`config.mk`:
```
export PLATFORM = sky130hd
export DESIGN_NAME = nbqp_ctrl
export DESIGN_NICKNAME = d
export VERILOG_FILES = /design/src/rtl/nbqp_pkg.sv /design/src/rtl/nbqp_ctrl.sv
export VERILOG_INCLUDE_DIRS = /design/src /design/src/rtl
export SDC_FILE = /design/constraint.sdc
export NUM_CORES = 1
export LEC_CHECK = 0
export BUFFER_PORTS_ARGS = -buffer_cell sky130_fd_sc_hd__buf_4
export CELL_PAD_IN_SITES_DETAIL_PLACEMENT = 0
export CELL_PAD_IN_SITES_GLOBAL_PLACEMENT = 2
export CORE_AREA = 2 2 39 41
export CTS_BUF_LIST = sky130_fd_sc_hd__clkbuf_8
export DETAILED_ROUTE_END_ITERATION = 8
export DIE_AREA = 0 0 41 43
export PLACE_DENSITY = 0.75
export SYNTH_ARGS = -nofsm -noshare
export SYNTH_HDL_FRONTEND = slang
export SYNTH_SLANG_ARGS = --single-unit
export TNS_END_PERCENT = 1
```
`constraint.sdc`:
```
create_clock -name clk -period 3.44 [get_ports clk]
set_clock_uncertainty 0.2 [all_clocks]
set_input_delay 0.688 -clock clk [delete_from_list [all_inputs] [get_ports clk]]
set_output_delay 0.688 -clock clk [all_outputs]
set_load 0.005 [all_outputs]
```
`src/rtl/ngram_bitmap_query_prefilter_core_defines.svh`:
```
// Assertion macros shared by the RTL of the n-gram query prefilter.
// Both expect a clock named clk and an active-low reset named rst_n in scope.
`ifndef NGRAM_BITMAP_QUERY_PREFILTER_CORE_DEFINES_SVH
`define NGRAM_BITMAP_QUERY_PREFILTER_CORE_DEFINES_SVH
`ifndef ASSERT_OFF
`define NBQP_ASSERT_IMP(label, ante, cons) \
  label: assert property (@(posedge clk) disable iff (!rst_n) (ante) |-> (cons)) \
    else $error("nbqp assertion failed");
`define NBQP_ASSERT_NXT(label, ante, cons) \
  label: assert property (@(posedge clk) disable iff (!rst_n) (ante) |=> (cons)) \
    else $error("nbqp assertion failed");
`else
`define NBQP_ASSERT_IMP(label, ante, cons)
`define NBQP_ASSERT_NXT(label, ante, cons)
`endif
`endif

```
`src/rtl/nbqp_pkg.sv`:
```
package nbqp_pkg;

  localparam int WORD_W     = 64;
  localparam int MAP_AW     = 10;
  localparam int MAP_DEPTH  = 1024;
  localparam int IN_DATA_W  = 88;
  localparam int IN_USER_W  = 3;
  localparam int OUT_DATA_W = 8;

  localparam logic       REQ_LOAD    = 1'b0;
  localparam logic       REQ_QUERY   = 1'b1;
  localparam logic [1:0] SEL_BYTE    = 2'd0;
  localparam logic [1:0] SEL_BIGRAM  = 2'd1;
  localparam logic [1:0] SEL_TRIGRAM = 2'd2;

  localparam logic [31:0] HASH_MUL_A = 32'h7feb352d;
  localparam logic [31:0] HASH_MUL_B = 32'h846ca68b;

  typedef struct packed {
    logic load_we;
    logic q_start;
    logic bg_chk;
    logic mul2;
    logic tri_rd_lo;
    logic tri_rd_hi;
    logic tri_chk;
    logic finish;
  } nbqp_cmd_t;

  typedef struct packed {
    logic seen_ge2;
    logic out_stall;
  } nbqp_sts_t;

endpackage

```
`src/rtl/nbqp_ctrl.sv`:
```
`include "ngram_bitmap_query_prefilter_core_defines.svh"

module nbqp_ctrl
  import nbqp_pkg::*;
(
  input  logic      clk,
  input  logic      rst_n,
  input  logic      in_tvalid,
  input  logic      in_req_type,
  output logic      in_tready,
  output nbqp_cmd_t cmd,
  input  nbqp_sts_t sts
);

  typedef enum logic [2:0] {
    S_IDLE,
    S_BG,
    S_MUL2,
    S_TLO,
    S_THI,
    S_TCHK,
    S_DONE
  } state_t;

  state_t state_r;
  state_t state_nxt;

  always_comb begin
    state_nxt = state_r;
    unique case (state_r)
      S_IDLE: begin
        if (in_tvalid && (in_req_type == REQ_QUERY)) begin
          state_nxt = S_BG;
        end
      end
      S_BG:   state_nxt = sts.seen_ge2 ? S_MUL2 : S_DONE;
      S_MUL2: state_nxt = S_TLO;
      S_TLO:  state_nxt = S_THI;
      S_THI:  state_nxt = S_TCHK;
      S_TCHK: state_nxt = S_DONE;
      S_DONE: begin
        if (!sts.out_stall) begin
          state_nxt = S_IDLE;
        end
      end
      default: state_nxt = S_IDLE;
    endcase
  end

  always_ff @(posedge clk) begin
    if (!rst_n) begin
      state_r <= S_IDLE;
    end else begin
      state_r <= state_nxt;
    end
  end

  assign in_tready     = (state_r == S_IDLE);
  assign cmd.load_we   = in_tready && in_tvalid && (in_req_type == REQ_LOAD);
  assign cmd.q_start   = in_tready && in_tvalid && (in_req_type == REQ_QUERY);
  assign cmd.bg_chk    = (state_r == S_BG);
  assign cmd.mul2      = (state_r == S_MUL2);
  assign cmd.tri_rd_lo = (state_r == S_TLO);
  assign cmd.tri_rd_hi = (state_r == S_THI);
  assign cmd.tri_chk   = (state_r == S_TCHK);
  assign cmd.finish    = (state_r == S_DONE) && !sts.out_stall;

  `NBQP_ASSERT_NXT(a_query_enters_bg, cmd.q_start, state_r == S_BG)
  `NBQP_ASSERT_IMP(a_tchk_after_thi, state_r == S_TCHK, $past(state_r) == S_THI)
  `NBQP_ASSERT_NXT(a_stall_holds_done, (state_r == S_DONE) && sts.out_stall,
                   state_r == S_DONE)

endmodule

```
==> reports/metrics.yaml <==
cts_tree: "built"
setup_viol: 0
rr_worst_depth: 3
powerDensity_nw_per_um2: 551
worstSetupEndpointType: "primary output"
cts_buffers: 3
vdd_drop_max_uv: 168
rsz0062_at_grt: "no"
clk_pin_slew_ns: 0.03
nNetsFinal: 52
r2r-start: "state_r[2]"
seq_area_frac_synth_pct: 22.9
largest_reg_flops: 3
initial_utilization_pct: 19.0
cpMaxStageDelayCell: "dfxtp_1"
ys_warn_count: 0
num_io_pins: 15
drive_gt1_share_pct: 48.9
status: "complete, no violations"
cts.htree.levels: 1
n_antenna_cell: 0
wl_um: 594
synth.avg_cell_area_um2: 8.76
vias_per_cell: 4.26
fin_crit_ns: 2.10
synth_cell_types: 19
hold_buffers: 0
cp-startpoint: "state_r[1]"
startpoint_type: "flop"
period_share_pct: 61.2
clock_latency_ns: 0.22
critical-path-top-delay-family: "flip-flops"
power.leakage_nw: 0.189
fin_util_pct: 28.8
syn-num-nets: 36
dpl.hpwl_um: 414
clkSinkCount: 3
cp.arrival_ns: 1.22
dr.pass1.iters: 3
fmax_ghz: 0.475
rows: 14
rrSetupSlack_ns: 2.05
mostFrequentLayoutCells: "buf_4, inv_1, nor2_1, clkbuf_8, dfxtp_1"
track_usage_pct: 8.42
portBuffers: 14
crit_fanout: 12
critPathKind: "flop to primary output"
reg_top3: "state_r: 3 flops"
cp_slowest_stage_delay_ns: 0.59
synth_area_um2: 263
fin_cells: 61
fin_tns_setup_ns: 0
cts_buffer_depth: 2
die_area_um2: 1760
yosys_register_bits: 3
min-delay-path-class: "flop to flop"
layout_commonest_cell: "buf_4"
antenna_found_initial: 0
area_growth_pct: 51.9
hold_viol_final: 0
regMostFlops: "state_r"
ant_nets: 0
grt_pass1_wl_um: 869
post_cts_buffers: 0
vias: 260
dp_cells: 57
path_cells: "nor3_4 -> and3_1 -> buf_4"
relSlewSlack_pct: 69.7
tightest_slew_ns: 0.454
worstSetupEndpoint: "cmd[6]"
fin_total_pwr_mw: 0.220
grt_max_degree: 13
setup_slack_ns: 1.34
critical_path_buf_inv_count: 1
cp_num_cells: 3
grt_pass1_vias: 219
slew_viol_final: 0
core_area_um2: 1380
overflow: 0
drc: 0
finalWeightedCongestion: 0.657
cts-root-buf: "clkbuf_8"
wire_per_inst_um: 9.74
max-cap-violations: 0
synthCells: 30
die_y_um: 43
drtIter0Drc: 2
rr_endpoint: "state_r[2]"
worstPathRequired_ns: 2.55
pre_cts_ws_ns: 1.37
cts_resized: 0
die_w_um: 41
==> power breakdown <==
group          total (mW)  leakage [nW]  internal (mW)  switching [mW]
clock               0.101        0.0269         0.0761          0.0247
combinational      0.0590         0.138         0.0389          0.0201
sequential         0.0602        0.0247         0.0407          0.0195
==> worst reg2reg max path, stage by stage (launching register included) <==
cell and delay, ns:
dfxtp_1 0.58, and3b_2 0.28, a31oi_1 0.13, a21oi_1 0.08
==> area by class of cell <==
| type | count | area [µm²] |
|---|---|---|
| Sequential cell | 3 | 60.1 |
| Clock buffer | 3 | 41.3 |
| Clock inverter | 1 | 3.75 |
| Multi-Input combinational cell | 22 | 161 |
| Timing Repair Buffer | 14 | 105 |
| Tap cell | 16 | 20.0 |
| Fill cell | 166 | 985 |
| Inverter | 2 | 7.51 |
==> logic make-up after synthesis <==
group                  after synthesis  synth area share (%)
AOI/OAI and AO/OA                    6                  19.5
buffers and inverters                5                  15.7
DFF                                  3                  22.9
and+or+nand+nor                     16                  41.9
==> per-layer routing <==
metal / vias to the layer above / part of all wire, % / GRT usage, %
met5: - / 0 / 0
met4: 0 / 3.7 / 14.0
met3: 2 / 8.4 / 3.14
met2: 11 / 43 / 9.38
met1: 113 / 44 / 8.63
li1: 134 / - / -
==> through the flow <==
step                area (µm²)  hold WS, ns
detailed placement         354        0.504
CTS                        399        0.505
global placement           354        0.499
global route               399        0.547
floorplan                  263        0.313
finish                     399        0.502
==> worst min-delay path by stage <==
| stage | startpoint | to | cells after the start |
|---|---|---|---|
| after floorplan | state_r[2] | state_r[1] | 3 |
| after global placement | state_r[0] | state_r[0] | 1 |
| after detailed placement | state_r[0] | state_r[0] | 1 |
| after CTS | state_r[0] | state_r[0] | 1 |
| after global routing | state_r[0] | state_r[0] | 1 |
| final | state_r[0] | state_r[0] | 1 |
==> Yosys cell counts <==
library cell | n | area share (%)
buf_6 | 3 | 13
dfxtp_1 | 3 | 23
nor2_1 | 3 | 4.3
a21oi_1 | 2 | 3.8
inv_1 | 2 | 2.9
nand2_1 | 2 | 2.9
nor2b_1 | 2 | 4.8
nor3b_1 | 2 | 5.7
a2111oi_2 | 1 | 5.7
a211oi_2 | 1 | 4.8
a31oi_1 | 1 | 2.4
and2b_1 | 1 | 2.9
and3_1 | 1 | 2.4
and3b_2 | 1 | 3.8
and4bb_2 | 1 | 4.8
nand2b_1 | 1 | 2.4
nor3_1 | 1 | 1.9
nor3_4 | 1 | 6.2
o21bai_1 | 1 | 2.9
No activity file was read; power rests on OpenSTA's default activity.
